File: config.mk
export PLATFORM = sky130hd
export DESIGN_NAME = mst_rsp_reg_flat
export DESIGN_NICKNAME = d
export VERILOG_FILES = /design/src/rtl/core/mst_pkg.sv /design/src/rtl/core/mst_ifs.sv /design/src/rtl/core/mst_rsp_reg.sv /design/src/flat_wrapper.sv
export SDC_FILE = /design/constraint.sdc
export NUM_CORES = 1
export LEC_CHECK = 0
export ABC_CLOCK_PERIOD_IN_PS = 2000
export BUFFER_PORTS_ARGS = -buffer_cell sky130_fd_sc_hd__buf_2
export CORE_MARGIN = 3
export CORE_UTILIZATION = 40
export CTS_CLUSTER_DIAMETER = 100
export DETAILED_ROUTE_END_ITERATION = 6
export HOLD_SLACK_MARGIN = 0.03
export PLACE_DENSITY_LB_ADDON = 0.3
export SLEW_MARGIN = 20
export SYNTH_ARGS = -nofsm -noshare
export SYNTH_HDL_FRONTEND = slang
export SYNTH_SLANG_ARGS = --single-unit
File: constraint.sdc
create_clock -name clock -period 2 [get_ports clock]
set_input_delay 0.4 -clock clock [delete_from_list [all_inputs] [get_ports clock]]
set_output_delay 0.4 -clock clock [all_outputs]
set_load 0.03 [all_outputs]
File: src/rtl/core/mst_pkg.sv
// Shared types, codes and helpers for the min tracking stack.
package mst_pkg;

   localparam int unsigned DEPTH   = 256;
   localparam int unsigned ADDR_W  = (DEPTH > 1) ? $clog2(DEPTH) : 1;
   localparam int unsigned COUNT_W = 9;
   localparam int unsigned VAL_W   = 32;
   localparam int unsigned DIFF_W  = VAL_W + 1;

   localparam logic [1:0] FUNC_PUSH  = 2'd0;
   localparam logic [1:0] FUNC_POP   = 2'd1;
   localparam logic [1:0] FUNC_QUERY = 2'd2;

   localparam logic [1:0] STATUS_OK        = 2'd0;
   localparam logic [1:0] STATUS_OVERFLOW  = 2'd1;
   localparam logic [1:0] STATUS_UNDERFLOW = 2'd2;

   localparam logic [COUNT_W-1:0] CAPACITY_RESET = COUNT_W'(256);
   localparam logic [COUNT_W-1:0] DEPTH_COUNT    = COUNT_W'(DEPTH);

   typedef struct packed {
      logic signed [VAL_W-1:0] popped_value;
      logic signed [VAL_W-1:0] top_value;
      logic signed [VAL_W-1:0] min_value;
      logic [COUNT_W-1:0]      depth_now;
      logic [1:0]              status;
   } result_type;

   function automatic logic signed [VAL_W-1:0] decode_top(
      input logic signed [DIFF_W-1:0] diff,
      input logic signed [VAL_W-1:0]  cur_min
   );
      logic [DIFF_W-1:0] sum;
      sum = {cur_min[VAL_W-1], cur_min} + diff;
      return diff[DIFF_W-1] ? cur_min : $signed(sum[VAL_W-1:0]);
   endfunction

endpackage

File: src/rtl/core/mst_ifs.sv


interface mst_rsp_if;
   import mst_pkg::*;
   logic                    valid;
   logic                    ready;
   logic signed [VAL_W-1:0] popped_value;
   logic signed [VAL_W-1:0] top_value;
   logic signed [VAL_W-1:0] min_value;
   logic [COUNT_W-1:0]      depth_now;
   logic [1:0]              status;
   modport source (output valid, popped_value, top_value, min_value, depth_now, status,
                   input ready);
   modport sink (input valid, popped_value, top_value, min_value, depth_now, status,
                 output ready);
endinterface


File: src/rtl/core/mst_rsp_reg.sv
// Response output register that parts the sequencer from the response channel.
module mst_rsp_reg (
   input  logic                clock,
   input  logic                reset,
   input  logic                in_valid,
   output logic                in_ready,
   input  mst_pkg::result_type in_res,
   mst_rsp_if.source           rsp_chan
);
   import mst_pkg::*;

   logic       valid_ff;
   result_type data_ff;

   assign in_ready = !valid_ff || rsp_chan.ready;

   always_ff @(posedge clock) begin
      if (reset) begin
         valid_ff <= 1'b0;
      end else if (in_ready) begin
         valid_ff <= in_valid;
      end
      if (in_valid && in_ready) begin
         data_ff <= in_res;
      end
   end

   assign rsp_chan.valid        = valid_ff;
   assign rsp_chan.popped_value = data_ff.popped_value;
   assign rsp_chan.top_value    = data_ff.top_value;
   assign rsp_chan.min_value    = data_ff.min_value;
   assign rsp_chan.depth_now    = data_ff.depth_now;
   assign rsp_chan.status       = data_ff.status;

endmodule

File: src/flat_wrapper.sv
// flat-port wrapper written by rule: the top's interface ports become plain ports
module mst_rsp_reg_flat import mst_pkg::*;
  (clock, reset, in_valid, in_ready, in_res, rsp_chan_valid, rsp_chan_popped_value, rsp_chan_top_value, rsp_chan_min_value, rsp_chan_depth_now, rsp_chan_status, rsp_chan_ready);
  mst_rsp_if rsp_chan_i ();
  input  logic clock;
  input  logic reset;
  input  logic in_valid;
  output logic in_ready;
  input  mst_pkg::result_type in_res;
  output wire logic [$bits(rsp_chan_i.valid)-1:0] rsp_chan_valid;
  output wire logic [$bits(rsp_chan_i.popped_value)-1:0] rsp_chan_popped_value;
  output wire logic [$bits(rsp_chan_i.top_value)-1:0] rsp_chan_top_value;
  output wire logic [$bits(rsp_chan_i.min_value)-1:0] rsp_chan_min_value;
  output wire logic [$bits(rsp_chan_i.depth_now)-1:0] rsp_chan_depth_now;
  output wire logic [$bits(rsp_chan_i.status)-1:0] rsp_chan_status;
  input wire logic [$bits(rsp_chan_i.ready)-1:0] rsp_chan_ready;
  assign rsp_chan_valid = rsp_chan_i.valid;
  assign rsp_chan_popped_value = rsp_chan_i.popped_value;
  assign rsp_chan_top_value = rsp_chan_i.top_value;
  assign rsp_chan_min_value = rsp_chan_i.min_value;
  assign rsp_chan_depth_now = rsp_chan_i.depth_now;
  assign rsp_chan_status = rsp_chan_i.status;
  assign rsp_chan_i.ready = rsp_chan_ready;
  mst_rsp_reg u_core (.clock(clock), .reset(reset), .in_valid(in_valid), .in_ready(in_ready), .in_res(in_res), .rsp_chan(rsp_chan_i));
endmodule
### Yosys cells after proc, flatten, opt, wreduce, memory -nomap -nowiden

Index checks and enable logic that the tools add are counted.

| storage, ports and cells | value |
|---|---|
| bits in registers | 108 |
| bits in latches | 0 |
| memory bits (writable) | 0 |
| bits in read-only memories | 0 |
| input bits | 111 |
| output and inout port bits | 109 |
| word-level logic and storage cells | 9 |
| memories | 0 |

| operators by class | value |
|---|---|
| add/sub/neg operators | 0 |
| multipliers | 0 |
| divide/modulo/power cells | 0 |
| order comparisons | 0 |
| eq/ne operators | 0 |
| shift-type cells | 0 |
| muxes and demuxes | 0 |
| bitwise logic cells | 0 |
| reductions and logical operators | 3 |

Operators with widths:

| kind | count |
|---|---|
| logical AND 1 bit | 1 |
| zero test 1 bit | 1 |
| logical OR 1 bit | 1 |

### Logic depth before layout (Yosys ltp)

Gate-level depths: netlist (run 1).

| logic depth | value |
|---|---|
| depth after elaboration | 3 |
| mapped depth | 2 |
| mapped depth without buffers | 2 |

### Worst setup path before layout (run 1)

Ideal clock, no wire load.

| timing path | value |
|---|---|
| kind | register to register |
| from | register u_core.valid_ff (netlist: u_core.rsp_chan.valid) |
| to | register u_core.data_ff, in the netlist u_core.rsp_chan.depth_now[0], enable pin |
| library setup time | 0.391 ns |
| data arrival time | 1.451 ns |
| required time | 1.609 ns |
| path slack | 0.157 ns |
| cell stages (with the launch flop) | 3 |
| buffers on the path | 0 |
| period minus slack after synthesis | 1.843 ns |
| cells stage by stage | dfxtp_1 nand2b_4 and2_4 |

| between the ends | value |
|---|---|
| cells in the longest elaborated chain, start to end | 3 |

RTL lines:

| element | RTL line | RTL |
|---|---|---|
| start, declared | mst_rsp_reg.sv:12 | `logic valid_ff;` |
| start signal, assigned | mst_rsp_reg.sv:21 | `valid_ff <= in_valid;` |
| zero test 1 bit | mst_rsp_reg.sv:15 | `assign in_ready = !valid_ff \|\| rsp_chan.ready;` |
| logical OR 1 bit | mst_rsp_reg.sv:15 |  |
| via in_ready | flat_wrapper.sv:8 | `output logic in_ready;` |
| logical AND 1 bit | mst_rsp_reg.sv:23 | `if (in_valid && in_ready) begin` |
| end signal, assigned | mst_rsp_reg.sv:24 | `data_ff <= in_res;` |
| end, declared | mst_rsp_reg.sv:13 | `result_type data_ff;` |

The timed path passes the listed nets, and every way through them passes these cells.
A chain may end at the register's enable or synchronous reset.

### Final worst setup path (run 1)

| timing path | value |
|---|---|
| from | register u_core.valid_ff (netlist: u_core.rsp_chan.valid) |
| to | output in_ready |

| between the ends | value |
|---|---|
| cells in the longest elaborated chain, start to end | 2 |

RTL lines:

| element | RTL line |
|---|---|
| zero test 1 bit | mst_rsp_reg.sv:15 |
| logical OR 1 bit | mst_rsp_reg.sv:15 |
| end, declared | flat_wrapper.sv:8 |

Every way passes these cells.

==> results of run 1 <==
-- state kept, by name, summed over array words and instances (netlist names) --
| name | flops |
|---|---|
| u_core.rsp_chan.min_value | 32 |
| u_core.rsp_chan.popped_value | 32 |
| u_core.rsp_chan.top_value | 32 |
| u_core.rsp_chan.depth_now | 9 |
| u_core.rsp_chan.status | 2 |
| u_core.rsp_chan.valid | 1 |
-- area by class of cell --
| class | instances | area share, % |
|---|---|---|
| clock buffers | 9 | 2.62 |
| clock inverters | 7 | 1.72 |
| inverters | 1 | 0.0794 |
| multi-input cells | 3 | 0.662 |
| flip-flops and latches | 108 | 68.4 |
| well taps | 102 | 2.70 |
| repair buffers | 221 | 23.8 |
-- layer usage --
layer	track usage (%)	vias to the layer above	share of wire [%]
met5	0	-	0
li1	-	917	-
met4	7.83	0	2.1
met3	6.89	11	15
met1	14.5	841	35
met2	21.6	142	48
-- path summary, 6_finish.rpt --
kind,start,to,slack (ns),depth (start not counted)
worst max-delay path,u_core.rsp_chan.valid,in_ready,0.60,2
worst min-delay path,reset,u_core.rsp_chan.valid,0.19,2
worst max register to register,u_core.rsp_chan.valid,u_core.rsp_chan.min_value[6],0.69,3
worst min register to register,u_core.rsp_chan.valid,u_core.rsp_chan.valid,0.51,2
-- metrics by stage --
| step | power [mW] | setup WS, ns | util [%] | std cells | hold slack (ns) |
|---|---|---|---|---|---|
| floorplan | 3.04 | 0.157 | - | 112 | 0.462 |
| global placement | 3.28 | 0.531 | 57.6 | 435 | 0.481 |
| detailed placement | 3.29 | 0.521 | 57.6 | 435 | 0.499 |
| CTS | 4.62 | 0.574 | 60.2 | 451 | 0.164 |
| global route | 4.75 | 0.544 | 60.2 | 451 | 0.170 |
| finish | 4.57 | 0.603 | 60.2 | 451 | 0.187 |
-- cell usage after synthesis --
library cell	n
edfxtp_1	107
inv_1	1
and2_4	1
dfxtp_1	1
nand2b_4	1
a21oi_2	1
-- cell families after synthesis --
kind of cell    synth area share (%)
compound gates                 0.268
buf+inv                        0.115
flops                           98.9
simple gates                   0.689
-- critical path: cells and delay by family (launching register included) --
kind / cells / cell delay, ns
buffers and inverters: 1 / 0.18
DFF: 1 / 0.39
and+or+nand+nor: 1 / 0.07
-- report_power, final --
group	internal [mW]	switching (mW)	leakage [nW]
clock network	0.599	0.746	0.106
registers	2.64	0.0280	1.04
logic	0.168	0.388	0.894
total	3.41	1.16	2.04
==> results.txt, run 1 <==
----------------------------------------------------
[Die]
  Die Width ... 96.4 µm
  Placeable core region ... 7850 µm²
  Initial core utilization ... 41.6%
  Ports placed on the boundary ... 220
  Die Y-Extent ... 96.4 µm
  Site row count ... 32
  Area enclosed by the die boundary ... between 9000 and 10000 µm²

[Clocking]
  Number of H-tree levels ... 3
  Clock tree from TritonCTS ... built
  Post-CTS repair timing setup buffer count ... 0
  Number of clock sinks ... 108
  Clock latency on the worst-skew pair ... 0.35 ns
  Cell at the root of the clock tree ... clkbuf_8
  Cts hold-fix bufs ... 0
  Post-CTS clock slew at the launch and capture registers of the worst setup and hold paths ... ~0.10 ns
  Cts bufs inserted ... 9
  Resized cells post-CTS ... 0
  Clock tree buffer depth ... 2

[Yosys]
  Sequential share of the synthesized area ... 98.9%
  Cell type contributing the most total cell area after synthesis ... edfxtp_1
  Synthesized Nets ... 223
  Warnings, synthesis ... 0
  Mapped Cells ... 112
  Share of Yosys cell area claimed by the top area cell type ... a little over nine tenths
  Unique masters post-synth ... 6
  Number of flip-flops and latches in the synthesized netlist ... 108
  Top area cells in the synthesized netlist ... edfxtp_1 (98%), dfxtp_1 (0.61%), nand2b_4 (0.42%)
  Mean Syn Cell Area ... 29.2 µm²
  Synthesized cell area ... about 3300 µm²

[Timing]
  Pins over their slew limit ... 0
  Final worst clock skew ... 0.00962 ns
  Total setup violations reported at the end of the flow ... 0
  Count of final hold-check violations ... 0
  Transition time at the pin with the least slew margin ... 0.406 ns
  Setup repair after global routing missed its margin ... false
  Post-Route Setup TNS ... 0 ns
  Final min period ... 1.40 ns
  Max transition margin ... 73.0%
  Max Clk Rate ... 0.716 GHz
  Final critical-path share of the clock period ... 69.8%

[Detailed routing]
  Routed wirelength normalized by instance count ... 15.4 µm
  Residual DRC ... 0
  TritonRoute pass-1 iters ... 4
  DR iter-0 viols ... 64
  Post-DR vias/cell ... 4.24
  Routed wire length ... ~6900 µm
  Total number of vias ... 1911
  Remaining number of nets flagged by the antenna check after routing ... 0

[Final layout]
  Area growth, synth to finish ... 44.6%
  Number of fill cells ... between 600 and 700
  Inserted Diodes ... 0
  Final non-filler cell area ... 4720 µm²
  Total Nets Final ... 455
  Commonest cells after routing, fill and taps aside ... buf_2 (219), edfxtp_1 (107), clkbuf_8 (9)
  Sequential Area ... between 3000 and 4000 µm²
  Leading cell type in the layout, fill and taps excluded ... buf_2
  Multi-input gate area ... 31.3 µm²
  Fraction of final layout cells with drive strength greater than 1 ... between 60% and 70%

[Power and ir drop]
  VDD IR max ... 0.000482 V
  Power per unit of standard cell area ... 967 nW/µm²
  Leakage dissipation ... 2.04 nW

[Placement]
  Placed instance area ... around 4500 µm²
  IO buf count ... 219
  Final weighted congestion of routability-driven global placement ... slightly below 0.7

[GRT]
  Global-route usage over all layers ... 13.6%
  Antenna violations before repair ... 0
  Largest net degree at the start of global routing ... 79
  Via count of the first global-routing pass ... 1835
  First-pass GRT wire length ... 9030 µm
  Total congestion overflow ... 0

[Run status]
  Status ... finished clean

[Critical path]
  Start-to-end type of the worst setup path ... reg -> out
  Required time worst endpoint ... about 1.6 ns
  Series of cell instances along the critical path ... nand2b_4 -> buf_2
  Crit path max fanout ... 3
  Nature of the critical path endpoint ... output port
  Crit path arrival time ... 1.00 ns
  Slowest cell on the critical path ... dfxtp_1
  Highest cell delay on the worst timing path ... 0.39 ns
  Startpoint types ... flip-flop

[Job]
  Number of max-cap violations ... 0

[Hold path]
  Worst hold path type ... in -> reg

----------------------------------------------------
No activity file was read; power rests on OpenSTA's default activity.
==> run 2: changes to the inputs <==
ABC_AREA = 1   (was unset)
ABC_CLOCK_PERIOD_IN_PS = 1390   (was 2000)
clock period = 1.39 ns   (was 2 ns; I/O delays follow)
==> run 2 against run 1 <==
Sequential power rose by 44%. Synthesized cell count up 0.89%. Clock power rose by 22%. Critical path depth stayed put. Synthesized area is 0.23% lower. Combinational power grew 47%. Cell count up 0.44%. Worst hold slack worse by 0.11 ns. First-iteration DRC count down 3.1%. Worst setup slack got worse by 0.47 ns. Wire length grew 8.7%. Largest cell class unchanged.
==> results.txt, run 2 <==
----------------------------------------------------
[Run status]
  Status ... finished clean

[Critical path]
  Crit path max fanout ... 3
  Internal reg-to-reg setup slack ... between 0.2 and 0.25 ns
  Nature of the critical path endpoint ... output port
  Series of cell instances along the critical path ... nand2_2 -> buf_2
  CP bufs+invs ... 1
  Highest cell delay on the worst timing path ... around 0.37 ns
  Family of cells with the greatest summed delay on the critical path ... flip-flops
  Required time worst endpoint ... 1.11 ns
  Crit path arrival time ... 0.98 ns
  Slowest cell on the critical path ... dfxtp_4
  Start-to-end type of the worst setup path ... reg -> out
  Startpoint types ... flip-flop

[Yosys]
  Number of flip-flops and latches in the synthesized netlist ... 108
  Cell type contributing the most total cell area after synthesis ... edfxtp_1
  Synthesized cell area ... 3260 µm²
  Unique masters post-synth ... 7
  Most frequent cell after synthesis ... edfxtp_1
  Mapped Cells ... 113
  Top area cells in the synthesized netlist ... edfxtp_1 (99%), dfxtp_1 (0.61%), a21oi_2 (0.27%)
  Post-synthesis mux area share ... 0%
  Sequential share of the synthesized area ... 99.2%
  Compound-gate portion of the synthesized area ... 0.422%
  Most used flip-flop cell after synthesis ... edfxtp_1
  Synth Area in Simple Gates ... less than 1%
  Count of flip-flops with a built-in enable after synthesis ... 107
  Warnings, synthesis ... 0
  Dominant combinational cell family by area after synthesis ... compound AO/OA/AOI/OAI gates
  Xor/xnor cell area share of the yosys netlist ... 0%
  Mean Syn Cell Area ... 28.9 µm²
  Synthesized Nets ... approximately 220
  Post-synthesis async set-or-reset flop share ... 0%
  Share of Yosys cell area claimed by the top area cell type ... a little over nine tenths
  Area share of fa/ha/maj cells after synthesis ... 0%

[Clocking]
  Cts bufs inserted ... 9
  Cts hold-fix bufs ... 0
  Resized cells post-CTS ... 0
  Post-CTS repair timing setup buffer count ... 0
  Number of H-tree levels ... 3
  Clock tree from TritonCTS ... built
  Clock tree buffer depth ... 2
  Clock latency on the worst-skew pair ... 0.35 ns
  Number of clock sinks ... 108
  Post-CTS clock slew at the launch and capture registers of the worst setup and hold paths ... around 0.09 ns
  Cell at the root of the clock tree ... clkbuf_8

[GRT]
  First-pass GRT wire length ... 10000 µm
  Largest net degree at the start of global routing ... 49
  Antenna violations before repair ... 0
  Via count of the first global-routing pass ... 1967
  Total congestion overflow ... 0
  Global-route usage over all layers ... 15.3%

[Final layout]
  Multi-input gate area ... 31.3 µm²
  Sequential Area ... 3240 µm²
  Leading cell type in the layout, fill and taps excluded ... buf_2
  Final cell count without fillers ... 453
  Inserted Diodes ... 0
  Number of fill cells ... 624
  Commonest cells after routing, fill and taps aside ... buf_2 (219), edfxtp_1 (107), clkbuf_8 (9)
  Area growth, synth to finish ... 44.6%
  Total Nets Final ... 457
  Fraction of final layout cells with drive strength greater than 1 ... between 60% and 70%

[Detailed routing]
  Routed wire length ... 7540 µm
  Residual DRC ... 0
  Routed wirelength normalized by instance count ... 16.6 µm
  Total number of vias ... 1959
  TritonRoute pass-1 iters ... 4
  Post-DR vias/cell ... 4.32
  Remaining number of nets flagged by the antenna check after routing ... 0
  DR iter-0 viols ... 62

[Placement]
  Final weighted congestion of routability-driven global placement ... between 0.6 and 0.7
  Number of cells after detailed placement ... 437
  IO buf count ... ~220
  Total half-perimeter wirelength after legalization and detailed placement ... 5900 µm

[Die]
  Area enclosed by the die boundary ... 9270 µm²
  Ports placed on the boundary ... 220
  Die Width ... 96.3 µm
  Placeable core region ... just under 8000 µm²
  Die Y-Extent ... 96.3 µm
  Initial core utilization ... 41.8%
  Site row count ... 32

[Timing]
  Pins over their slew limit ... 0
  Count of final hold-check violations ... 0
  Final min period ... 1.26 ns
  Total setup violations reported at the end of the flow ... 0
  Max transition margin ... between 80% and 90%
  Max Clk Rate ... ~0.8 GHz
  Final critical-path share of the clock period ... ~91%
  Transition time at the pin with the least slew margin ... 0.248 ns
  Final worst clock skew ... 0.0102 ns
  Setup repair after global routing missed its margin ... false
  Post-Route Setup TNS ... 0 ns

[Hold path]
  Worst hold path type ... in -> reg

[Job]
  Number of max-cap violations ... 0

[Power and ir drop]
  Leakage dissipation ... 2.03 nW
  VDD IR max ... 0.000664 V
  Power per unit of standard cell area ... 1340 nW/µm²

----------------------------------------------------
[run 2: path summary, 6_finish.rpt]
kind | cells after the start | endpoint | startpoint
worst max-delay path | 2 | in_ready | u_core.rsp_chan.valid
worst min-delay path | 2 | u_core.rsp_chan.valid | reset
worst max register to register | 2 | u_core.rsp_chan.popped_value[22] | u_core.rsp_chan.valid
worst min register to register | 2 | u_core.rsp_chan.valid | u_core.rsp_chan.valid
[run 2: worst register-to-register path: stages (launching register included)]
cell and delay, ns:
dfxtp_4 0.37, a21oi_4 0.21, buf_12 0.28
[run 2: final cells by class]
type,count,area share [%]
Sequential cell,108,68.7
Timing Repair Buffer,222,24.3
Clock inverter,5,0.743
Tap cell,102,2.71
Clock buffer,11,2.79
Multi-Input combinational cell,3,0.664
Inverter,2,0.159
[run 2: kinds of logic (layout without fill, tap and decap cells)]
kind of cell,after synthesis,after routing
DFF,108,108
buffers and inverters,2,240
AOI/OAI and AO/OA,2,2
and+or+nand+nor,1,1
[run 2: routing by layer]
layer  up-vias  GRT usage [%]  share of wire, %
li1        916              -                 -
met1       920           16.1                34
met2       110           27.3                54
met5         -              0                 0
met4         0           8.77               2.2
met3        13           3.99               9.3
[run 2: where the power goes]
group,internal (mW),total (mW),switching (mW)
Clock,0.661,1.65,0.992
Sequential,3.80,3.85,0.0442
Combinational,0.247,0.816,0.569
[run 2: through the flow]
| stage | hold WS, ns | setup WS [ns] | util, % | power (mW) | area [µm²] |
|---|---|---|---|---|---|
| 2_1_floorplan | 0.331 | -1.24 | - | 4.39 | 3280 |
| 3_3_place_gp | 0.430 | 0.132 | 58.2 | 4.73 | 4550 |
| 3_5_place_dp | 0.432 | 0.121 | 58.2 | 4.75 | 4550 |
| 4_1_cts | 0.0538 | 0.100 | 60.4 | 6.39 | 4710 |
| 5_1_grt | 0.0570 | 0.0751 | 60.4 | 6.58 | 4710 |
| 6_report | 0.0768 | 0.129 | 60.4 | 6.31 | 4710 |
==> run 3: changes to the inputs <==
ABC_CLOCK_PERIOD_IN_PS = 1090   (was 1390)
CORE_UTILIZATION = 37   (was 40)
clock period = 1.09 ns   (was 1.39 ns; I/O delays follow)
==> run 3 against run 2 <==
The run now fails in clock tree synthesis (4_1_cts). Synthesized area unchanged. Synthesized cell count unchanged.
==> results.txt, run 3 <==
----------------------------------------------------
[Run status]
  Status ... stopped before the end
  Stage where the run ended ... clock tree synthesis (4_1_cts)
  First logged error message ... [ERROR RSZ-0060] Max buffer count reached.

[Clocking]
  Cell at the root of the clock tree ... clkbuf_8
  Number of H-tree levels ... 3
  Cts hold-fix bufs ... 101
  Resized cells post-CTS ... 235
  Number of clock sinks ... between 100 and 150
  Clock tree buffer depth ... 2
  Cts bufs inserted ... 9
  Post-CTS repair timing setup buffer count ... 10

[Yosys]
  Warnings, synthesis ... 0
  Cell type contributing the most total cell area after synthesis ... edfxtp_1
  Mean Syn Cell Area ... 28.9 µm²
  Most frequent cell after synthesis ... edfxtp_1
  Share of Yosys cell area claimed by the top area cell type ... 98.5%
  Post-synthesis async set-or-reset flop share ... 0%
  Synthesized Nets ... 224
  Number of flip-flops and latches in the synthesized netlist ... 108
  Count of flip-flops with a built-in enable after synthesis ... 107
  Sequential share of the synthesized area ... 99.2%
  Most used flip-flop cell after synthesis ... edfxtp_1
  Unique masters post-synth ... 7
  Synthesized cell area ... 3260 µm²
  Mapped Cells ... 113
  Top area cells in the synthesized netlist ... edfxtp_1 (99%), dfxtp_1 (0.61%), a21oi_2 (0.27%)

[Die]
  Site row count ... 33
  Die Width ... around 100 µm
  Ports placed on the boundary ... 220
  Initial core utilization ... 38.9%
  Die Y-Extent ... ~100 µm

[Placement]
  Placed instance area ... 4570 µm²
  Final weighted congestion of routability-driven global placement ... approximately 0.73
  IO buf count ... around 220
  Total half-perimeter wirelength after legalization and detailed placement ... 6090 µm

----------------------------------------------------
run 3: cell counts after synthesis:
No cell type changed its count.
run 3: logic make-up after synthesis:
kind of cell	share of synthesized area, %
buffers and inverters	0.230
AND/OR/NAND/NOR	0.192
AO/OA/AOI/OAI	0.422
flip-flops	99.2
run 3: per-stage QoR:
| stage | hold slack, ns | setup slack, ns | setup TNS, ns | util [%] | cells |
|---|---|---|---|---|---|
| 3_5_place_dp | 0.376 | -0.140 | -12.30 | 54.6 | 443 |
| 3_3_place_gp | 0.376 | -0.126 | -10.61 | 54.6 | 443 |
| 2_1_floorplan | 0.271 | -1.54 | -164.63 | - | 113 |
==> run 4: changes to the inputs <==
ABC_CLOCK_PERIOD_IN_PS = 1400   (was 1090)
CORE_UTILIZATION = 25   (was 37)
CTS_CLUSTER_DIAMETER = unset   (was 100)
HOLD_SLACK_MARGIN = unset   (was 0.03)
PLACE_DENSITY_LB_ADDON = 0.15   (was 0.3)
clock period = 1.4 ns   (was 1.09 ns; I/O delays follow)
==> run 4 against run 3 <==
The run now ends clean.
==> results.txt, run 4 (synthesized netlist as in run 2, its figures left out) <==
----------------------------------------------------
[Run status]
  Status ... finished clean

[Critical path]
  Startpoint of the most critical register-to-register path ... u_core.rsp_chan.valid
  Family of cells with the greatest summed delay on the critical path ... flip-flops
  Reg-to-reg endpoint ... u_core.rsp_chan.min_value[5]
  Crit path arrival time ... around 0.97 ns
  Highest cell delay on the worst timing path ... around 0.36 ns
  Series of cell instances along the critical path ... nand2_2 -> buf_2
  Nature of the critical path endpoint ... output port
  Number of gates on the worst path with buffers counted ... 2
  Crit path max fanout ... 3
  CP bufs+invs ... 1
  Slowest cell on the critical path ... dfxtp_4
  Count of cells along the worst register-to-register path ... 2
  Internal reg-to-reg setup slack ... 0.19 ns
  Start-to-end type of the worst setup path ... reg -> out
  Startpoint types ... flip-flop
  Required time worst endpoint ... 1.12 ns

[Timing]
  Setup repair after global routing missed its margin ... false
  Final critical-path share of the clock period ... 89.2%
  Count of final hold-check violations ... 0
  Final worst clock skew ... 0.00603 ns
  Min setup slack post-route ... 0.152 ns
  Pins over their slew limit ... 0
  Max transition margin ... 82.0%
  Total setup violations reported at the end of the flow ... 0
  Max Clk Rate ... roughly 0.80 GHz
  Transition time at the pin with the least slew margin ... ~0.27 ns
  Final min period ... 1.25 ns

[Die]
  Area enclosed by the die boundary ... 14400 µm²
  Die Y-Extent ... between 100 and 150 µm
  Placeable core region ... 12700 µm²
  Initial core utilization ... 25.7%
  Die Width ... 120 µm
  Ports placed on the boundary ... 220
  Site row count ... 41

[Placement]
  Pre-CTS setup slack ... slightly above 0.1 ns
  IO buf count ... approximately 220
  Final weighted congestion of routability-driven global placement ... 0.723
  Placed instance area ... 4630 µm²
  Total half-perimeter wirelength after legalization and detailed placement ... approximately 6100 µm

[Detailed routing]
  Post-DR vias/cell ... between 3 and 4
  Uppermost metal layer occupied by signal nets ... met4
  Total number of vias ... 1974
  TritonRoute pass-1 iters ... 4
  Detail Route met3 WL ... 708 µm
  M1 WL ... 2730 µm
  Routed wire length ... 7930 µm
  DR iter-0 viols ... between 60 and 70
  Remaining number of nets flagged by the antenna check after routing ... 0
  Residual DRC ... 0
  Met2 Wirelength ... 4270 µm
  Routed wirelength normalized by instance count ... roughly 15 µm

[Clocking]
  Post-CTS clock slew at the launch and capture registers of the worst setup and hold paths ... 0.07 ns
  Cts bufs inserted ... 9
  Cell at the root of the clock tree ... clkbuf_16
  Clock tree buffer depth ... 2
  Number of H-tree levels ... 3
  Post-CTS repair timing setup buffer count ... 0
  Resized cells post-CTS ... 0
  Cts hold-fix bufs ... 0
  Clock tree from TritonCTS ... built
  Clock latency on the worst-skew pair ... 0.34 ns
  Number of clock sinks ... 108

[GRT]
  Total congestion overflow ... 0
  Largest net degree at the start of global routing ... 50
  Via count of the first global-routing pass ... 2046
  Antenna violations before repair ... 0
  First-pass GRT wire length ... ~11000 µm
  Global-route usage over all layers ... between 10% and 20%

[Final layout]
  Post-layout utilization of the core ... 38.8%
  Inserted Diodes ... 0
  Area growth, synth to finish ... 50.7%
  Final non-filler cell area ... 4910 µm²
  Leading cell type in the layout, fill and taps excluded ... buf_2
  Total Nets Final ... 457
  Commonest cells after routing, fill and taps aside ... buf_2 (219), edfxtp_1 (107), clkbuf_16 (9)
  Fraction of final layout cells with drive strength greater than 1 ... 67.8%

[Power and ir drop]
  Logic gate share of total power ... 11.5%
  Switch Pwr ... 1.64 mW
  Register share of total power ... a little over half
  Leakage dissipation ... 2.08 nW
  Switching Fraction ... a little under a quarter
  Power per unit of standard cell area ... 1430 nW/µm²
  VDD IR max ... 0.000745 V
  Share of total power in the clock network ... around a third
  P_int ... roughly 5.4 mW

[Job]
  Number of max-cap violations ... 0

[Hold path]
  Worst hold endpoint ... u_core.rsp_chan.valid
  Number of cells on the worst hold path ... 2
  Origin of the worst min-delay path ... reset
  Worst hold path type ... in -> reg

----------------------------------------------------
## run 4: cell type report
type / instances / area [µm²]
fill: 1216 / 7760
sequential: 108 / 3240
timing repair buffer: 222 / 1140
clock buffer: 12 / 236
tap: 172 / 215
clock inverter: 4 / 42.5
multi-input combinational: 3 / 31.3
inverter: 2 / 7.51
## run 4: worst max path at each step
stage                                     start                          endpoint  slack (ns)
final                     u_core.rsp_chan.valid                          in_ready        0.15
after global routing      u_core.rsp_chan.valid                          in_ready        0.11
after CTS                 u_core.rsp_chan.valid                          in_ready        0.12
after detailed placement         rsp_chan_ready     u_core.rsp_chan.top_value[27]        0.10
after global placement           rsp_chan_ready  u_core.rsp_chan.popped_value[31]        0.12
after floorplan           u_core.rsp_chan.valid      u_core.rsp_chan.depth_now[0]       -1.23
## run 4: stage by stage
stage / setup TNS, ns / instances / power [mW] / hold WS [ns]
2_1_floorplan: -131.46 / 113 / 4.35 / 0.333
3_3_place_gp: 0 / 507 / 4.71 / 0.441
3_5_place_dp: 0 / 507 / 4.72 / 0.437
4_1_cts: 0 / 523 / 7.17 / 0.0608
5_1_grt: 0 / 523 / 7.32 / 0.0690
6_report: 0 / 523 / 7.04 / 0.0821
## run 4: power by group through the flow
stage	registers (mW)	logic [mW]	clock network, mW
6_report	3.82	0.811	2.40
5_1_grt	3.84	0.858	2.63
4_1_cts	3.83	0.827	2.52
3_5_place_dp	3.90	0.826	0
3_3_place_gp	3.89	0.819	0
2_1_floorplan	4.29	0.0663	0
## run 4: worst reg2reg max path, delay by kind of cell, from the launching register on
kind | cells | cell delay [ns]
buf+inv | 1 | 0.29
flops | 1 | 0.36
compound gates | 1 | 0.21
## run 4: per-layer routing
metal	global-route usage [%]	up-vias
li1	-	922
met1	11.1	937
met2	18.4	101
met3	4.54	14
met4	6.66	0
met5	0	-
